===== config.mk =====
export PLATFORM = sky130hd
export DESIGN_NAME = crc8_packet_framer_top
export DESIGN_NICKNAME = d
export VERILOG_FILES = /design/src/rtl/crc8pf_pkg.sv /design/src/rtl/crc8pf_front.sv /design/src/rtl/crc8pf_queue.sv /design/src/rtl/crc8pf_back.sv /design/src/rtl/crc8_packet_framer_top.sv
export VERILOG_INCLUDE_DIRS = /design/src /design/src/rtl
export SDC_FILE = /design/constraint.sdc
export NUM_CORES = 1
export LEC_CHECK = 0
export CAP_MARGIN = 30
export CORE_ASPECT_RATIO = 1.2
export CORE_UTILIZATION = 60
export CTS_CLUSTER_DIAMETER = 120
export DETAILED_ROUTE_END_ITERATION = 8
export DONT_BUFFER_PORTS = 1
export GPL_ROUTABILITY_DRIVEN = 0
export HOLD_SLACK_MARGIN = 0.05
export PLACE_DENSITY = 0.76
export SETUP_SLACK_MARGIN = 0.15
export SYNTH_ARGS = -nofsm -noshare
export SYNTH_HDL_FRONTEND = slang
export SYNTH_HIERARCHICAL = 1
export SYNTH_SLANG_ARGS = --single-unit

===== constraint.sdc =====
create_clock -name clk_i -period 4.3 [get_ports clk_i]
set_input_delay 0 -clock clk_i [delete_from_list [all_inputs] [get_ports clk_i]]
set_output_delay 0 -clock clk_i [all_outputs]
set_load 0.01 [all_outputs]

===== src/rtl/crc8_packet_framer_top_macros.svh =====
// assertion macros shared by the framer rtl
`ifndef CRC8_PACKET_FRAMER_TOP_MACROS_SVH
`define CRC8_PACKET_FRAMER_TOP_MACROS_SVH

`ifndef SYNTHESIS

`define CPF_ASSERT(label, prop, msg) \
  label: assert property (@(posedge clk_i) disable iff (!rst_ni) prop) else $error(msg);

`define CPF_ASSERT_NEVER(label, cond, msg) \
  `CPF_ASSERT(label, !(cond), msg)

`else

`define CPF_ASSERT(label, prop, msg)

`define CPF_ASSERT_NEVER(label, cond, msg)

`endif

`endif


===== src/rtl/crc8pf_pkg.sv =====
// types, constants and codes shared by the crc-8 packet framer
package crc8pf_pkg;

  localparam int unsigned QUEUE_DEPTH = 4;

  localparam logic [7:0] START_MARKER_RST = 8'hAA;
  localparam logic [7:0] END_MARKER_RST   = 8'h55;
  localparam logic [7:0] CRC_POLY_RST     = 8'h07;
  localparam logic [7:0] CRC_INIT_RST     = 8'h00;

  localparam logic KIND_BEGIN = 1'b0;
  localparam logic KIND_DATA  = 1'b1;

  typedef enum logic [7:0] {
    CFG_START_MARKER = 8'd0,
    CFG_END_MARKER   = 8'd1,
    CFG_CRC_POLY     = 8'd2,
    CFG_CRC_INIT     = 8'd3
  } cfg_idx_e;

  typedef enum logic {
    OP_BEGIN,
    OP_DATA
  } op_e;

  typedef struct packed {
    logic       kind;
    logic [7:0] payload_length;
    logic [7:0] command_id;
    logic [7:0] data_byte;
  } in_beat_t;

  typedef struct packed {
    logic [7:0] out_byte;
    logic       frame_done;
    logic       last_of_run;
  } out_beat_t;

  typedef struct packed {
    op_e        op;
    logic [7:0] len;
    logic [7:0] val;
    logic       close;
  } entry_t;

  typedef struct packed {
    logic [7:0] start_marker;
    logic [7:0] end_marker;
    logic [7:0] crc_poly;
    logic [7:0] crc_init;
  } cfg_t;

endpackage


===== src/rtl/crc8pf_front.sv =====
// front end: tracks the open frame and turns input beats into queue entries
module crc8pf_front import crc8pf_pkg::*; (
  input  logic     clk_i,
  input  logic     rst_ni,
  input  logic     in_valid_i,
  output logic     in_ready_o,
  input  in_beat_t in_data_i,
  input  logic     q_full_i,
  output logic     q_push_o,
  output entry_t   q_entry_o
);

  logic       frame_open_q, frame_open_d;
  logic [7:0] remaining_q, remaining_d;
  logic       accept;
  logic       is_begin;
  logic       last_byte;

  assign in_ready_o = !q_full_i;
  assign accept     = in_valid_i && in_ready_o;
  assign is_begin   = (in_data_i.kind == KIND_BEGIN);
  assign last_byte  = (remaining_q == 8'd1);

  always_comb begin
    frame_open_d    = frame_open_q;
    remaining_d     = remaining_q;
    q_push_o        = 1'b0;
    q_entry_o.op    = is_begin ? OP_BEGIN : OP_DATA;
    q_entry_o.len   = in_data_i.payload_length;
    q_entry_o.val   = is_begin ? in_data_i.command_id : in_data_i.data_byte;
    q_entry_o.close = is_begin ? (in_data_i.payload_length == 8'd0) : last_byte;
    if (accept) begin
      if (is_begin) begin
        q_push_o     = 1'b1;
        frame_open_d = (in_data_i.payload_length != 8'd0);
        remaining_d  = in_data_i.payload_length;
      end else if (frame_open_q) begin
        q_push_o    = 1'b1;
        remaining_d = remaining_q - 8'd1;
        if (last_byte) begin
          frame_open_d = 1'b0;
        end
      end
    end
  end

  always_ff @(posedge clk_i or negedge rst_ni) begin
    if (!rst_ni) begin
      frame_open_q <= 1'b0;
      remaining_q  <= 8'd0;
    end else begin
      frame_open_q <= frame_open_d;
      remaining_q  <= remaining_d;
    end
  end

endmodule


===== src/rtl/crc8pf_queue.sv =====
// short entry queue between the front end and the byte emitter
module crc8pf_queue import crc8pf_pkg::*; #(
  parameter int unsigned Depth = QUEUE_DEPTH
) (
  input  logic   clk_i,
  input  logic   rst_ni,
  input  logic   push_i,
  input  entry_t entry_i,
  input  logic   pop_i,
  output entry_t entry_o,
  output logic   full_o,
  output logic   empty_o
);

`include "crc8_packet_framer_top_macros.svh"

  localparam int unsigned PtrW = (Depth > 1) ? $clog2(Depth) : 1;
  localparam int unsigned CntW = $clog2(Depth + 1);

  entry_t            mem_q [Depth];
  logic [PtrW-1:0]   wr_ptr_q, rd_ptr_q;
  logic [CntW-1:0]   count_q;

  assign full_o  = (count_q == CntW'(Depth));
  assign empty_o = (count_q == '0);
  assign entry_o = mem_q[rd_ptr_q];

  always_ff @(posedge clk_i) begin
    if (push_i) begin
      mem_q[wr_ptr_q] <= entry_i;
    end
  end

  always_ff @(posedge clk_i or negedge rst_ni) begin
    if (!rst_ni) begin
      wr_ptr_q <= '0;
      rd_ptr_q <= '0;
      count_q  <= '0;
    end else begin
      if (push_i) begin
        wr_ptr_q <= (wr_ptr_q == PtrW'(Depth - 1)) ? '0 : wr_ptr_q + PtrW'(1);
      end
      if (pop_i) begin
        rd_ptr_q <= (rd_ptr_q == PtrW'(Depth - 1)) ? '0 : rd_ptr_q + PtrW'(1);
      end
      case ({push_i, pop_i})
        2'b10:   count_q <= count_q + CntW'(1);
        2'b01:   count_q <= count_q - CntW'(1);
        default: count_q <= count_q;
      endcase
    end
  end

  `CPF_ASSERT_NEVER(a_no_push_full, push_i && full_o, "queue pushed while full")
  `CPF_ASSERT_NEVER(a_no_pop_empty, pop_i && empty_o, "queue popped while empty")

endmodule


===== src/rtl/crc8pf_back.sv =====
// back end: walks each entry through its bytes and keeps the running crc
module crc8pf_back import crc8pf_pkg::*; (
  input  logic      clk_i,
  input  logic      rst_ni,
  input  cfg_t      cfg_i,
  input  entry_t    q_entry_i,
  input  logic      q_empty_i,
  output logic      q_pop_o,
  output logic      out_valid_o,
  input  logic      out_ready_i,
  output out_beat_t out_data_o
);

`include "crc8_packet_framer_top_macros.svh"

  typedef enum logic [2:0] {
    PH_START,
    PH_LEN,
    PH_CMD,
    PH_DATA,
    PH_CRC,
    PH_END
  } phase_e;

  function automatic logic [7:0] crc_feed(logic [7:0] crc, logic [7:0] b, logic [7:0] poly);
    logic [7:0] v;
    v = crc ^ b;
    for (int k = 0; k < 8; k++) begin
      v = v[7] ? ({v[6:0], 1'b0} ^ poly) : {v[6:0], 1'b0};
    end
    return v;
  endfunction

  phase_e     phase_q, phase_d, phase_nxt;
  entry_t     cur_q, cur_d;
  logic       cur_valid_q, cur_valid_d;
  logic [7:0] crc_q, crc_d, crc_step;
  logic       out_valid_q, out_valid_d;
  out_beat_t  out_q, out_d, beat;
  logic       emit, fin;

  assign emit = cur_valid_q && (!out_valid_q || out_ready_i);

  always_comb begin
    beat      = '0;
    crc_step  = crc_q;
    phase_nxt = phase_q;
    fin       = 1'b0;
    case (phase_q)
      PH_START: begin
        beat.out_byte = cfg_i.start_marker;
        crc_step      = crc_feed(cfg_i.crc_init, cur_q.len, cfg_i.crc_poly);
        phase_nxt     = PH_LEN;
      end
      PH_LEN: begin
        beat.out_byte = cur_q.len;
        crc_step      = crc_feed(crc_q, cur_q.val, cfg_i.crc_poly);
        phase_nxt     = PH_CMD;
      end
      PH_CMD: begin
        beat.out_byte    = cur_q.val;
        beat.last_of_run = !cur_q.close;
        fin              = !cur_q.close;
        phase_nxt        = PH_CRC;
      end
      PH_DATA: begin
        beat.out_byte    = cur_q.val;
        beat.last_of_run = !cur_q.close;
        crc_step         = crc_feed(crc_q, cur_q.val, cfg_i.crc_poly);
        fin              = !cur_q.close;
        phase_nxt        = PH_CRC;
      end
      PH_CRC: begin
        beat.out_byte = crc_q;
        phase_nxt     = PH_END;
      end
      PH_END: begin
        beat.out_byte    = cfg_i.end_marker;
        beat.frame_done  = 1'b1;
        beat.last_of_run = 1'b1;
        fin              = 1'b1;
      end
      default: begin
        fin = 1'b1;
      end
    endcase
  end

  assign q_pop_o = !q_empty_i && (!cur_valid_q || (emit && fin));

  always_comb begin
    cur_d       = cur_q;
    cur_valid_d = cur_valid_q;
    phase_d     = phase_q;
    crc_d       = emit ? crc_step : crc_q;
    out_valid_d = out_valid_q;
    out_d       = out_q;
    if (q_pop_o) begin
      cur_d       = q_entry_i;
      cur_valid_d = 1'b1;
      phase_d     = (q_entry_i.op == OP_BEGIN) ? PH_START : PH_DATA;
    end else if (emit && fin) begin
      cur_valid_d = 1'b0;
    end else if (emit) begin
      phase_d = phase_nxt;
    end
    if (emit) begin
      out_valid_d = 1'b1;
      out_d       = beat;
    end else if (out_ready_i) begin
      out_valid_d = 1'b0;
    end
  end

  always_ff @(posedge clk_i or negedge rst_ni) begin
    if (!rst_ni) begin
      phase_q     <= PH_START;
      cur_q       <= '0;
      cur_valid_q <= 1'b0;
      crc_q       <= '0;
      out_valid_q <= 1'b0;
      out_q       <= '0;
    end else begin
      phase_q     <= phase_d;
      cur_q       <= cur_d;
      cur_valid_q <= cur_valid_d;
      crc_q       <= crc_d;
      out_valid_q <= out_valid_d;
      out_q       <= out_d;
    end
  end

  assign out_valid_o = out_valid_q;
  assign out_data_o  = out_q;

  `CPF_ASSERT_NEVER(a_done_is_last, out_q.frame_done && !out_q.last_of_run, "end not last")
  `CPF_ASSERT(a_crc_then_end, emit && phase_q == PH_CRC |=> phase_q == PH_END, "no end after crc")

endmodule


===== src/rtl/crc8_packet_framer_top.sv =====
// top level of the crc-8 packet framer: config registers and the three parts
// Builds framed byte streams: a begin beat yields start marker, length and command; each
// payload beat is passed through; after the last payload byte (or at once for a zero length)
// the msb-first crc-8 over length, command and payload follows, then the end marker. Output
// runs at one byte per cycle from the back-end emitter unless out_ready_i stalls it; a small
// entry queue (QueueDepth deep) lets the front end keep accepting beats while the emitter
// works or the output stalls. Payload beats with no open frame are dropped without output.
// Config must be written only while idle; the block itself does not enforce it.
module crc8_packet_framer_top import crc8pf_pkg::*; #(
  parameter int unsigned QueueDepth = QUEUE_DEPTH
) (
  input  logic      clk_i,
  input  logic      rst_ni,
  input  logic      in_valid_i,
  output logic      in_ready_o,
  input  in_beat_t  in_data_i,
  output logic      out_valid_o,
  input  logic      out_ready_i,
  output out_beat_t out_data_o,
  input  logic      cfg_valid_i,
  output logic      cfg_ready_o,
  input  logic [7:0] cfg_index_i,
  input  logic [7:0] cfg_data_i
);

  cfg_t   cfg_q;
  entry_t push_entry, pop_entry;
  logic   q_push, q_pop, q_full, q_empty;

  assign cfg_ready_o = 1'b1;

  always_ff @(posedge clk_i or negedge rst_ni) begin
    if (!rst_ni) begin
      cfg_q.start_marker <= START_MARKER_RST;
      cfg_q.end_marker   <= END_MARKER_RST;
      cfg_q.crc_poly     <= CRC_POLY_RST;
      cfg_q.crc_init     <= CRC_INIT_RST;
    end else if (cfg_valid_i && cfg_ready_o) begin
      case (cfg_index_i)
        CFG_START_MARKER: cfg_q.start_marker <= cfg_data_i;
        CFG_END_MARKER:   cfg_q.end_marker   <= cfg_data_i;
        CFG_CRC_POLY:     cfg_q.crc_poly     <= cfg_data_i;
        CFG_CRC_INIT:     cfg_q.crc_init     <= cfg_data_i;
        default:          cfg_q              <= cfg_q;
      endcase
    end
  end

  crc8pf_front u_front (
    .clk_i      (clk_i),
    .rst_ni     (rst_ni),
    .in_valid_i (in_valid_i),
    .in_ready_o (in_ready_o),
    .in_data_i  (in_data_i),
    .q_full_i   (q_full),
    .q_push_o   (q_push),
    .q_entry_o  (push_entry)
  );

  crc8pf_queue #(
    .Depth (QueueDepth)
  ) u_queue (
    .clk_i   (clk_i),
    .rst_ni  (rst_ni),
    .push_i  (q_push),
    .entry_i (push_entry),
    .pop_i   (q_pop),
    .entry_o (pop_entry),
    .full_o  (q_full),
    .empty_o (q_empty)
  );

  crc8pf_back u_back (
    .clk_i       (clk_i),
    .rst_ni      (rst_ni),
    .cfg_i       (cfg_q),
    .q_entry_i   (pop_entry),
    .q_empty_i   (q_empty),
    .q_pop_o     (q_pop),
    .out_valid_o (out_valid_o),
    .out_ready_i (out_ready_i),
    .out_data_o  (out_data_o)
  );

endmodule

# [Word level (Yosys, flattened, before mapping)]
# Memory sizes are Yosys's and may differ from the RTL's.
# Index checks and enable logic that the tools add are counted.
[word_totals] reg_bits=88 ramBits=72 input_bits=46 out_inout_bits=13 word_cells=137 n_memories=1
[mem_list] memory="u_queue.mem_q" depth=4 word_bits=18 rd=1 rd_clocked_by_memory_dff=0 wr=1 line_no="crc8pf_queue.sv:20" text="entry_t mem_q [Depth];"
[op_classes] addsub=5 eq_ne=16 mux=46 bitwise=18 reduce_logical=32
[op_table] operator="2-to-1 mux 8 bit" n=19
[op_table] operator="bitwise XOR 8 bit" n=18
[op_table] operator="one-hot mux 8 bit (5 select lines)" n=1
[op_table] operator="equality test 8 x 1 -> 1 bit, second input constant" n=2
[op_table] operator="equality test 8 x 2 -> 1 bit, second input constant" n=2
[op_table] operator="zero test 8 bit" n=2
[op_table] operator="one-hot mux 8 bit (2 select lines)" n=1
[op_table] operator="2-to-1 mux 1 bit" n=15
[op_table] operator="one-hot mux 3 bit (4 select lines)" n=1
[op_table] operator="AND reduction 2 bit" n=6
[op_table] operator="nonzero test 2 bit" n=5
[op_table] operator="equality test 3 bit, second input constant" n=3
[op_table] operator="2-to-1 mux 3 bit" n=3
[op_table] operator="nonzero test 8 bit" n=1
[op_table] operator="subtractor 8 x 1 -> 8 bit, second input constant" n=1
[op_table] operator="equality test 2 bit, second input constant" n=3
[op_table] operator="equality test 3 x 2 -> 1 bit, second input constant" n=2
[op_table] operator="zero test 3 bit" n=2
[op_table] operator="2-to-1 mux 2 bit" n=3
[op_table] operator="one-hot mux 3 bit (2 select lines)" n=1
[op_table] operator="zero test 1 bit" n=5
[op_table] operator="nonzero test 5 bit" n=1
[op_table] operator="adder 2 x 1 -> 2 bit, second input constant" n=2
[op_table] operator="logical AND 1 bit" n=4
[op_table] operator="11 further kinds" n=14

# [Depth between registers and ports, before layout]
# Gate-level depths: netlist of the first run.
[depth] word_depth=18 depth_mapped=16

# [By module]
# The synthesis of the first run kept the hierarchy.
[modules_own_cells] module="crc8pf_back" n_inst=1 cells_each=668 area_per_inst_um2=5248.8 seq_area_each_um2=1001.0
[modules_own_cells] module="crc8pf_queue" n_inst=1 cells_each=132 area_per_inst_um2=3017.9 seq_area_each_um2=2337.2
[modules_own_cells] module="crc8_packet_framer_top" n_inst=1 cells_each=74 area_per_inst_um2=1280.0 seq_area_each_um2=814.5
[modules_own_cells] module="crc8pf_front" n_inst=1 cells_each=87 area_per_inst_um2=785.8 seq_area_each_um2=225.2

# [Worst setup path before layout of the first run]
# Ideal clock, no wire load.
[synth_timing] path_kind="reg2reg" start="register cfg_q[7] in the netlist's numbering" end="register u_back.crc_q[3]" setup_ps=172 t_arrival_ps=3731 setup_slack_ps=398 stages_incl_launch_ff=14 path_buffers=0 path_cell_list="dfrtp_1 > xnor2_4 > xnor2_4 > mux2_2 > and3_1 > nor3_1 > xnor2_2 > xor2_1 > xnor3_1 > or3_4 > and2_4 > and3_1 > o21ai_1 > a41oi_1"
[synth_between] elab_chain_cells=16
[synth_rtl] item="start: declaration" line_no="crc8_packet_framer_top.sv:26" text="cfg_t cfg_q;"
[synth_rtl] item="start signal: assignment" line_no="crc8_packet_framer_top.sv:44" text="default: cfg_q <= cfg_q;"
[synth_rtl] item="bitwise XOR 8 bit (*)" line_no="crc8pf_back.sv:27" text="v = crc ^ b;"
[synth_rtl] item="2-to-1 mux 8 bit (*)" line_no="crc8pf_back.sv:29" text="v = v[7] ? ({v[6:0], 1'b0} ^ poly) : {v[6:0], 1'b0};"
[synth_rtl] item="bitwise XOR 8 bit" line_no="crc8pf_back.sv:29"
[synth_rtl] item="2-to-1 mux 8 bit (*)" line_no="crc8pf_back.sv:29"
[synth_rtl] item="bitwise XOR 8 bit" line_no="crc8pf_back.sv:29"
[synth_rtl] item="2-to-1 mux 8 bit (*)" line_no="crc8pf_back.sv:29"
[synth_rtl] item="bitwise XOR 8 bit" line_no="crc8pf_back.sv:29"
[synth_rtl] item="2-to-1 mux 8 bit (*) (2 in a row)" line_no="crc8pf_back.sv:29"
[synth_rtl] item="bitwise XOR 8 bit or 2-to-1 mux 8 bit (tied branches)" line_no="crc8pf_back.sv:29"
[synth_rtl] item="2-to-1 mux 8 bit (*)" line_no="crc8pf_back.sv:29"
[synth_rtl] item="bitwise XOR 8 bit or 2-to-1 mux 8 bit (tied branches)" line_no="crc8pf_back.sv:29"
[synth_rtl] item="2-to-1 mux 8 bit (*)" line_no="crc8pf_back.sv:29"
[synth_rtl] item="bitwise XOR 8 bit or 2-to-1 mux 8 bit (tied branches)" line_no="crc8pf_back.sv:29"
[synth_rtl] item="2-to-1 mux 8 bit (*)" line_no="crc8pf_back.sv:29"
[synth_rtl] item="one-hot mux 8 bit (2 select lines) (*)" line_no="crc8pf_back.sv:49" text="case (phase_q)"
[synth_rtl] item="end signal: assignment" line_no="crc8pf_back.sv:127" text="crc_q <= crc_d;"
[synth_rtl] item="end: declaration" line_no="crc8pf_back.sv:37" text="logic [7:0] crc_q, crc_d, crc_step;"
# Mark *: on every way between the ends. The rest lies on a longest branch, timed or not.
# A chain may end at the register's enable or synchronous reset.

# [Worst setup path in the final report of the first run]
[layout_timing] start="register u_back/cur_q[13] in the netlist's numbering" end="register u_back.crc_q[2]"
[layout_between] elab_chain_cells=16
[layout_rtl] item="start: declaration" line_no="crc8pf_back.sv:35" text="entry_t cur_q, cur_d;"
[layout_rtl] item="start signal: assignment" line_no="crc8pf_back.sv:125" text="cur_q <= cur_d;"
[layout_rtl] item="bitwise XOR 8 bit (*)" line_no="crc8pf_back.sv:27"
[layout_rtl] item="bitwise XOR 8 bit" line_no="crc8pf_back.sv:29"
[layout_rtl] item="2-to-1 mux 8 bit (*)" line_no="crc8pf_back.sv:29"
[layout_rtl] item="bitwise XOR 8 bit" line_no="crc8pf_back.sv:29"
[layout_rtl] item="2-to-1 mux 8 bit (*)" line_no="crc8pf_back.sv:29"
[layout_rtl] item="bitwise XOR 8 bit" line_no="crc8pf_back.sv:29"
[layout_rtl] item="2-to-1 mux 8 bit (*) (2 in a row)" line_no="crc8pf_back.sv:29"
[layout_rtl] item="bitwise XOR 8 bit" line_no="crc8pf_back.sv:29"
[layout_rtl] item="2-to-1 mux 8 bit (*) (2 in a row)" line_no="crc8pf_back.sv:29"
[layout_rtl] item="bitwise XOR 8 bit or 2-to-1 mux 8 bit (tied branches)" line_no="crc8pf_back.sv:29"
[layout_rtl] item="2-to-1 mux 8 bit (*)" line_no="crc8pf_back.sv:29"
[layout_rtl] item="bitwise XOR 8 bit or 2-to-1 mux 8 bit (tied branches)" line_no="crc8pf_back.sv:29"
[layout_rtl] item="2-to-1 mux 8 bit (*)" line_no="crc8pf_back.sv:29"
[layout_rtl] item="one-hot mux 8 bit (2 select lines) (*)" line_no="crc8pf_back.sv:49"
# Marked as above.

==> results of run 1 <==
cells by family (layout without fill, tap and decap cells):
logic type | count (synthesis) | in the layout | share of synthesized area [%]
simple gates | 291 | 291 | 14.1
flops | 160 | 160 | 42.4
xor+xnor | 92 | 93 | 10.3
mux | 103 | 103 | 12.9
compound gates | 218 | 218 | 15.2
fa+ha+maj | 9 | 9 | 1.16
other cells | 1 | 1 | 0.0363
buf+inv | 87 | 160 | 3.89
layer usage:
| metal | vias to the layer above | track usage [%] |
|---|---|---|
| met4 | 0 | 19.8 |
| met2 | 454 | 54.3 |
| li1 | 3684 | - |
| met3 | 131 | 6.00 |
| met5 | - | 0 |
| met1 | 4093 | 37.8 |
sequential cells by signal, summed over array words and instances (netlist names), 2 cells and up:
name,flops
u_queue/rd_ptr_q,2
u_queue/wr_ptr_q,2
u_back/cur_q,17
u_queue/mem_q,72
u_back/out_data_o,10
u_back/crc_q,8
u_queue/count_q,3
cfg_q,32
u_front/remaining_q,8
u_back/phase_q,3
stage by stage:
stage	cell area, sq um	worst slack, ns
floorplan	10300	0.398
global placement	10600	0.125
detailed placement	10600	0.0460
CTS	11700	0.108
global route	12200	-0.0807
finish	12200	0.137
placed cells by master (no fill, tap or decap), types with 18 or more instances in the layout:
cell           instances
mux4_2                18
mux2_2                52
mux2i_1               25
dlygate4sd3_1         46
xnor2_1               53
nand3_1               26
o21ai_0               46
nand2_1              102
dfrtp_1               73
edfxtp_1              72
nor2_1                64
buf_4                 51
a21oi_1               27
inv_1                 22
final cells by class:
cell class | instances | area share (%)
multi-input combinational | 715 | 48.2
sequential | 160 | 35.8
timing repair buffer | 104 | 8.04
clock buffer | 18 | 3.59
tap | 216 | 2.21
clock inverter | 14 | 1.43
inverter | 24 | 0.736
power groups by stage:
| stage | clock network, mW | logic [mW] | registers (mW) |
|---|---|---|---|
| finish | 1.53 | 4.59 | 2.47 |
| global placement | 0 | 3.80 | 2.42 |
| detailed placement | 0 | 3.85 | 2.44 |
| global route | 1.62 | 4.88 | 2.51 |
| CTS | 1.56 | 3.98 | 2.42 |
| floorplan | 0 | 3.07 | 2.25 |
final timing paths:
| check | startpoint | cells past startpoint | slack, ns | to |
|---|---|---|---|---|
| setup / recovery | u_back/cur_q[13] | 13 | 0.14 | u_back/crc_q[2] |
| hold / removal | cfg_index_i[0] | 2 | 0.08 | cfg_q[17] |
| setup reg to reg | u_back/cur_q[13] | 13 | 0.14 | u_back/crc_q[2] |
| hold reg to reg | cfg_q[19] | 1 | 0.51 | cfg_q[19] |
| max in group asynchronous | rst_ni | 2 | 3.74 | cfg_q[20] |
| min in group asynchronous | rst_ni | 2 | 0.18 | u_queue/rd_ptr_q[1] |
timing repair:
item / 4_1_cts / 5_1_grt
cloned: 0 / 1
pin swaps: 1 / 21
setup buffers: 2 / 12
gates resized for setup: 3 / 60
endpoints found under the hold margin: 203 / 0
hold buffers: 47 / 0
setup endpoints to repair: 4 / 8
==> results.tsv, run 1 <==
metric	value	unit
max_freq	240	MHz
multi_input_area	0.00589	sq mm
clock_latency	0.43	ns
top_layer	met4	
power_frac_comb	53.4	%
drive_gt1_share	24.8	%
dieArea	0.0178	sq mm
p_int	4.94	mW
rsz0062_at_grt	true	
port_buffers	0	
cp.required	4.64	ns
fin_util	72.6	%
cp-start-kind	flop	
grt_max_degree	89	
final_antenna_net_count	0	
seq_area	0.00438	sq mm
clk_pin_slew_worst_paths	0.07	ns
synth-main-ff-cell	dfrtp_1	
drc_errors	0	
crit_buf_inv	0	
cts_buffers	17	
fin_cells	1251	
wl_met1	10400	um
initial_utilization	61.3	%
wl_met3	1870	um
timing.slew.headroom	34.7	%
met2_wirelength	14600	um
maxCapViolCount	0	
ys_ff_latch	160	
synth_cell_types	98	
worstSetupPathType	flop to flop	
diodes	0	
cp_slowest_cell	a2111o_1	
skew	0.0103	ns
grt_overflow	0	
min_period_over_period	96.8	%
cts_tree	yes	
cellPowerDensity	703	mW/mm^2
design_power_total	8.60	mW
yosys.area.top_type	edfxtp_1	
synth_area	0.0103	sq mm
clkPwrFrac	17.9	%
finalSetupTns	0	ns
status	finished, final reports clean	
hold_viol	0	
slowest_delay	0.50	ns
path_cells	xor2_1 -> and3_1 -> nor4_2 -> a2111o_1 -> a21boi_4 -> a2111oi_4 -> nor2_1 -> xnor3_2 -> or3_4 -> and2_4 -> a21oi_4 -> o221ai_2 -> a31oi_1	
antenna_found_initial	0	
placed_cells	1154	
dpl.hpwl	18900	um
grt_use_total	32.3	%
syn_nets	1016	
rows	52	
synth-edff-count	72	
htree_levels	4	
swShare	42.5	%
root_buffer	clkbuf_16	
clockBufferDepth	2	
fillers	1094	
fin_crit	4.16	ns
async_flop_share	55.0	%
finalWirelength	28600	um
wl_per_cell	22.8	um
synth_area_leaders	edfxtp_1, dfrtp_1, mux2_2	
cp-end-kind	flop	
synth_top_area_share	20.9	%
worst_pin_slew	0.974	ns
fin_nets	1077	
fp.dieH	146	um
cts.sinks	160	
grt_pass1_vias	7898	
yosysWarningCount	6	
pin_count	59	
hp-class	input pin to flop	
die_w	122	um
drt_iter0_markers	918	
worstPathMaxFanout	5	
p_seq_share	28.7	%
slew_viol_final	0	
leakage	4.72	nW
p_switching	3.66	mW
vdd_drop_max	0.445	mV
vias	8362	
yosysMostFrequentCell	nand2_1	
ys_top_cells_by_count	nand2_1, dfrtp_1, edfxtp_1	
coreArea	0.0169	sq mm
grt_pass1_wl	43000	um
avgSynthCellArea	10.8	sq um
syn_inst	961	
setup_viol	0	
via_per_inst	6.68	
crit_family	compound AO/OA/AOI/OAI gates	
seq_area_frac_synth	42.4	%
hold_ws	0.0755	ns
first_pass_iters	7	
cp.arrival	4.50	ns
areaGrowthSynthToFinish	18.4	%
(Power assumes the default switching activity.)
==> run 2, diff against run 1 <==
--- a/config.mk
+++ b/config.mk
@@ -6,7 +6,6 @@
 export SDC_FILE = /design/constraint.sdc
 export NUM_CORES = 1
 export LEC_CHECK = 0
-export CAP_MARGIN = 30
 export CORE_ASPECT_RATIO = 1.2
 export CORE_UTILIZATION = 60
 export CTS_CLUSTER_DIAMETER = 120
@@ -14,8 +13,9 @@
 export DONT_BUFFER_PORTS = 1
 export GPL_ROUTABILITY_DRIVEN = 0
 export HOLD_SLACK_MARGIN = 0.05
-export PLACE_DENSITY = 0.76
+export PLACE_DENSITY = 0.77
 export SETUP_SLACK_MARGIN = 0.15
+export SLEW_MARGIN = 5
 export SYNTH_ARGS = -nofsm -noshare
 export SYNTH_HDL_FRONTEND = slang
 export SYNTH_HIERARCHICAL = 1
==> results.tsv, run 2 (same netlist as run 1, synthesis figures left out) <==
metric	value	unit
status	finished, final reports clean	
timing.slew.headroom	31.1	%
pin_count	59	
hold_viol	0	
diodes	0	
path_cells	xnor2_4 -> buf_12 -> xnor2_4 -> a211oi_1 -> a2111o_1 -> a21boi_4 -> a2111oi_4 -> xor3_1 -> buf_4 -> a21oi_4 -> o21ai_1 -> xor3_1 -> and3_1 -> o21ai_1 -> a41oi_1	
grt_pass1_wl	42000	um
clk_pin_slew_worst_paths	0.06	ns
max_freq	247	MHz
min_period_over_period	94.2	%
drive_gt1_share	22.6	%
wl_per_cell	21.8	um
drt_iter0_markers	789	
fillers	1160	
final_antenna_net_count	0	
setup_viol	0	
coreArea	0.0169	sq mm
worst_pin_slew	1.03	ns
first_pass_iters	5	
whs_path_depth	2	
cp.depth	15	
htree_levels	4	
initial_utilization	61.3	%
drc_errors	0	
grt_max_degree	89	
maxCapViolCount	0	
final_cell_mix	nand2_1, dfrtp_1, edfxtp_1, nor2_1, xnor2_1	
fin_nets	1066	
vias	8062	
finalSetupTns	0	ns
fin_cells	1240	
clock_latency	0.42	ns
cp-end-kind	flop	
worstSetupPathType	flop to flop	
final_common_cell	nand2_1	
rows	52	
fin_crit	4.05	ns
areaGrowthSynthToFinish	15.5	%
vdd_drop_max	0.728	mV
cts.sinks	160	
fin_util	70.8	%
grt_pass1_vias	7858	
port_buffers	0	
dpl.hpwl	18400	um
root_buffer	clkbuf_16	
leakage	4.62	nW
finalWirelength	27100	um
largest-register	u_queue/mem_q	
skew	0.0121	ns
slew_viol_final	0	
cp.arrival	4.29	ns
cp-start-kind	flop	
dieArea	0.0178	sq mm
antenna_found_initial	0	
grt_overflow	0	
placed_cells	1154	
largest_reg_flops	72	
crit_family	compound AO/OA/AOI/OAI gates	
slowest_delay	0.50	ns
stdcell_area	0.0119	sq mm
crit_buf_inv	2	
cts_buffers	17	
cp.required	4.55	ns
via_per_inst	6.50	
worstPathMaxFanout	8	
cp_slowest_cell	xor3_1	
reg2reg_depth	15	
die_w	122	um
cellPowerDensity	686	mW/mm^2
hp-class	input pin to flop	
design_power_total	8.18	mW
clockBufferDepth	2	
cts_tree	yes	
fp.dieH	146	um
placedInstanceArea	0.0106	sq mm
rsz0062_at_grt	false	
grt_use_total	31.2	%
reg_top3	u_queue/mem_q: 72 flops, cfg_q: 32 flops, u_back/cur_q: 17 flops	
==> run 2: area by class of cell <==
type	instances	area, sq um	area share, %
well taps	216	270	2.26
clock buffers	18	439	3.68
repair buffers	93	851	7.13
flip-flops and latches	160	4380	36.7
inverters	24	93.8	0.786
clock inverters	14	133	1.11
multi-input cells	715	5770	48.3
==> run 2: through the flow <==
step / hold WS [ns] / worst slack [ns]
final: 0.0639 / 0.251
after floorplan: -0.296 / 0.398
after global placement: -0.291 / 0.217
after global routing: 0.0708 / 0.125
after detailed placement: -0.291 / 0.163
after CTS: 0.0514 / 0.162
==> run 2: per-layer routing <==
layer  global-route usage, %  wire length (um)
met1                    36.5             10100
met2                    54.5             14300
met3                    4.70              1340
met4                    16.4              1290
met5                       0                 0
==> run 2: repair_timing <==
item                       in CTS  in global routing
buffers inserted                0                  7
hold buffers                   46                  0
setup endpoints to repair       0                  7
gates resized for setup         0                 42
hold endpoints to repair      203                  0
==> run 2: path summary, 6_finish.rpt <==
| check | from | endpoint | slack, ns |
|---|---|---|---|
| worst max register to register | u_back/cur_q[16] | u_back/crc_q[3] | 0.25 |
| max in group asynchronous | rst_ni | cfg_q[20] | 3.76 |
| worst max-delay path | u_back/cur_q[16] | u_back/crc_q[3] | 0.25 |
| min in group asynchronous | rst_ni | u_front/remaining_q[6] | 0.12 |
| worst min-delay path | cfg_index_i[0] | cfg_q[16] | 0.06 |
| worst min register to register | u_queue/count_q[0] | u_queue/count_q[0] | 0.50 |
==> run 2: power by group <==
| group | total [mW] | internal, mW | switching [mW] |
|---|---|---|---|
| clock | 1.44 | 0.820 | 0.616 |
| sequential | 2.46 | 1.99 | 0.463 |
| combinational | 4.29 | 1.91 | 2.38 |
| total | 8.18 | 4.73 | 3.46 |
==> run 3, diff against run 2 <==
--- a/config.mk
+++ b/config.mk
@@ -13,7 +13,7 @@
 export DONT_BUFFER_PORTS = 1
 export GPL_ROUTABILITY_DRIVEN = 0
 export HOLD_SLACK_MARGIN = 0.05
-export PLACE_DENSITY = 0.77
+export PLACE_DENSITY = 0.81
 export SETUP_SLACK_MARGIN = 0.15
 export SLEW_MARGIN = 5
 export SYNTH_ARGS = -nofsm -noshare
==> results.tsv, run 3 (same netlist as run 1, synthesis figures left out) <==
metric	value	unit
maxCapViolCount	0	
cp.arrival	4.40	ns
max_freq	241	MHz
fin_nets	1065	
cts_buffers	17	
antenna_found_initial	0	
fp.dieH	146	um
placed_cells	1156	
vdd_drop_max	0.497	mV
cts_tree	yes	
rows	52	
min_period_over_period	96.7	%
leakage	4.59	nW
cp.required	4.54	ns
final_cell_mix	nand2_1, edfxtp_1, dfrtp_1, nor2_1	
final_common_cell	nand2_1	
port_buffers	0	
slew_viol_final	0	
largest_reg_flops	72	
areaGrowthSynthToFinish	15.9	%
multi_input_area	0.00586	sq mm
root_buffer	clkbuf_16	
fin_cells	1239	
worstPathMaxFanout	5	
worst_pin_slew	1.02	ns
first_pass_iters	5	
cp_slowest_cell	xor3_1	
coreArea	0.0169	sq mm
cp-start-kind	flop	
drive_gt1_share	24.4	%
grt_pass1_wl	43500	um
clk_pin_slew_worst_paths	0.07	ns
drc_errors	0	
cts.sinks	160	
cellPowerDensity	692	mW/mm^2
p_switching	3.58	mW
p_seq_share	30.3	%
reg_top3	u_queue/mem_q: 72 flops, cfg_q: 32 flops, u_back/cur_q: 17 flops	
timing.slew.headroom	32.1	%
crit_path_frequent_cell	xnor2_4	
grt_pass1_vias	8189	
grt_max_degree	89	
p_int	4.70	mW
final_antenna_net_count	0	
clock_latency	0.42	ns
rr_startpoint	u_back/cur_q[16]	
setup_viol	0	
dpl.hpwl	18400	um
pin_count	59	
via_per_inst	6.72	
drt_iter0_markers	862	
swShare	43.2	%
crit_start	u_back/cur_q[16]	
status	finished, final reports clean	
die_w	122	um
power_frac_comb	53.3	%
finalSetupTns	0	ns
fin_crit	4.16	ns
htree_levels	4	
skew	0.00946	ns
largest-register	u_queue/mem_q	
dieArea	0.0178	sq mm
crit_family	compound AO/OA/AOI/OAI gates	
finalWirelength	28300	um
hold_start	cfg_index_i[0]	
clockBufferDepth	2	
path_cells	xnor2_4 -> buf_12 -> xnor2_4 -> mux2i_1 -> a22oi_2 -> a21o_2 -> a2111oi_4 -> xor3_1 -> buf_4 -> a21oi_4 -> o21ai_2 -> xor3_2 -> and3_4 -> o21ai_1 -> a41oi_1	
seq_area	0.00439	sq mm
worstSetupPathType	flop to flop	
hp-class	input pin to flop	
clkPwrFrac	16.3	%
hold_viol	0	
wl_per_cell	22.8	um
grt_use_total	32.5	%
cp-end-kind	flop	
crit_buf_inv	2	
vias	8327	
initial_utilization	61.3	%
diodes	0	
rsz0062_at_grt	true	
grt_overflow	0	
fillers	1125	
slowest_delay	0.52	ns
-- run 3: changes by cell type in the layout (fill, tap and decap cells not counted), sizes merged --
cell	previous run	this run
dlygate4sd3	45	39
buf	48	53
clkbuf	18	21
clkinv	8	6
bufinv	1	0
-- run 3: repair_timing --
action | CTS | global route
pin swaps | 0 | 19
resized for setup | 3 | 59
hold buffers | 40 | 0
hold endpoints to repair | 202 | 0
setup buffers | 0 | 10
cloned | 0 | 1
setup endpoints to repair | 2 | 7
-- run 3: worst register-to-register path, cell delays in order, from the launching register on --
cell and delay (ns):
dfrtp_2 0.49, xnor2_4 0.21, buf_12 0.16, xnor2_4 0.31, mux2i_1 0.27, a22oi_2 0.13
a21o_2 0.28, a2111oi_4 0.47, xor3_1 0.52, buf_4 0.16, a21oi_4 0.15, o21ai_2 0.08
xor3_2 0.28, and3_4 0.21, o21ai_1 0.13, a41oi_1 0.13
-- run 3: final cells by class --
class	instances	share of cell area, %
Multi-Input combinational cell	715	49.0
Sequential cell	160	36.6
Clock inverter	11	0.711
Tap cell	216	2.26
Inverter	24	0.753
Clock buffer	21	3.68
Timing Repair Buffer	92	6.99
-- run 3: through the flow --
step / hold WS (ns) / power (mW) / setup slack (ns) / cell area [sq um] / util [%]
after global routing: 0.0693 / 8.67 / 0.0498 / 12000 / 71.0
final: 0.0629 / 8.29 / 0.143 / 12000 / 71.0
after floorplan: -0.296 / 5.32 / 0.398 / 10300 / -
after CTS: 0.0587 / 7.79 / 0.196 / 11600 / 68.7
after detailed placement: -0.294 / 6.30 / 0.135 / 10600 / 63.0
after global placement: -0.294 / 6.18 / 0.225 / 10600 / 63.0
-- run 3: worst paths after layout --
check | to | slack (ns) | cells past startpoint
max | u_back/crc_q[3] | 0.14 | 15
max reg2reg | u_back/crc_q[3] | 0.14 | 15
min | cfg_q[23] | 0.06 | 2
min in group asynchronous | u_queue/wr_ptr_q[1] | 0.13 | 2
min reg2reg | u_queue/count_q[2] | 0.50 | 1
max in group asynchronous | cfg_q[16] | 3.74 | 2
-- run 3: power groups by stage --
stage	combinational, mW	clock, mW	sequential [mW]
final	4.42	1.35	2.51
after global routing	4.70	1.42	2.55
after CTS	3.95	1.36	2.47
after detailed placement	3.82	0	2.49
after global placement	3.72	0	2.47
after floorplan	3.07	0	2.25
-- run 3: layer usage --
metal  GRT usage, %  share of wire, %  wire length [um]
met1           37.1                36             10100
met2           57.3                53             14900
met3           4.82               6.0              1710
met4           18.0               5.5              1550
met5              0                 0                 0
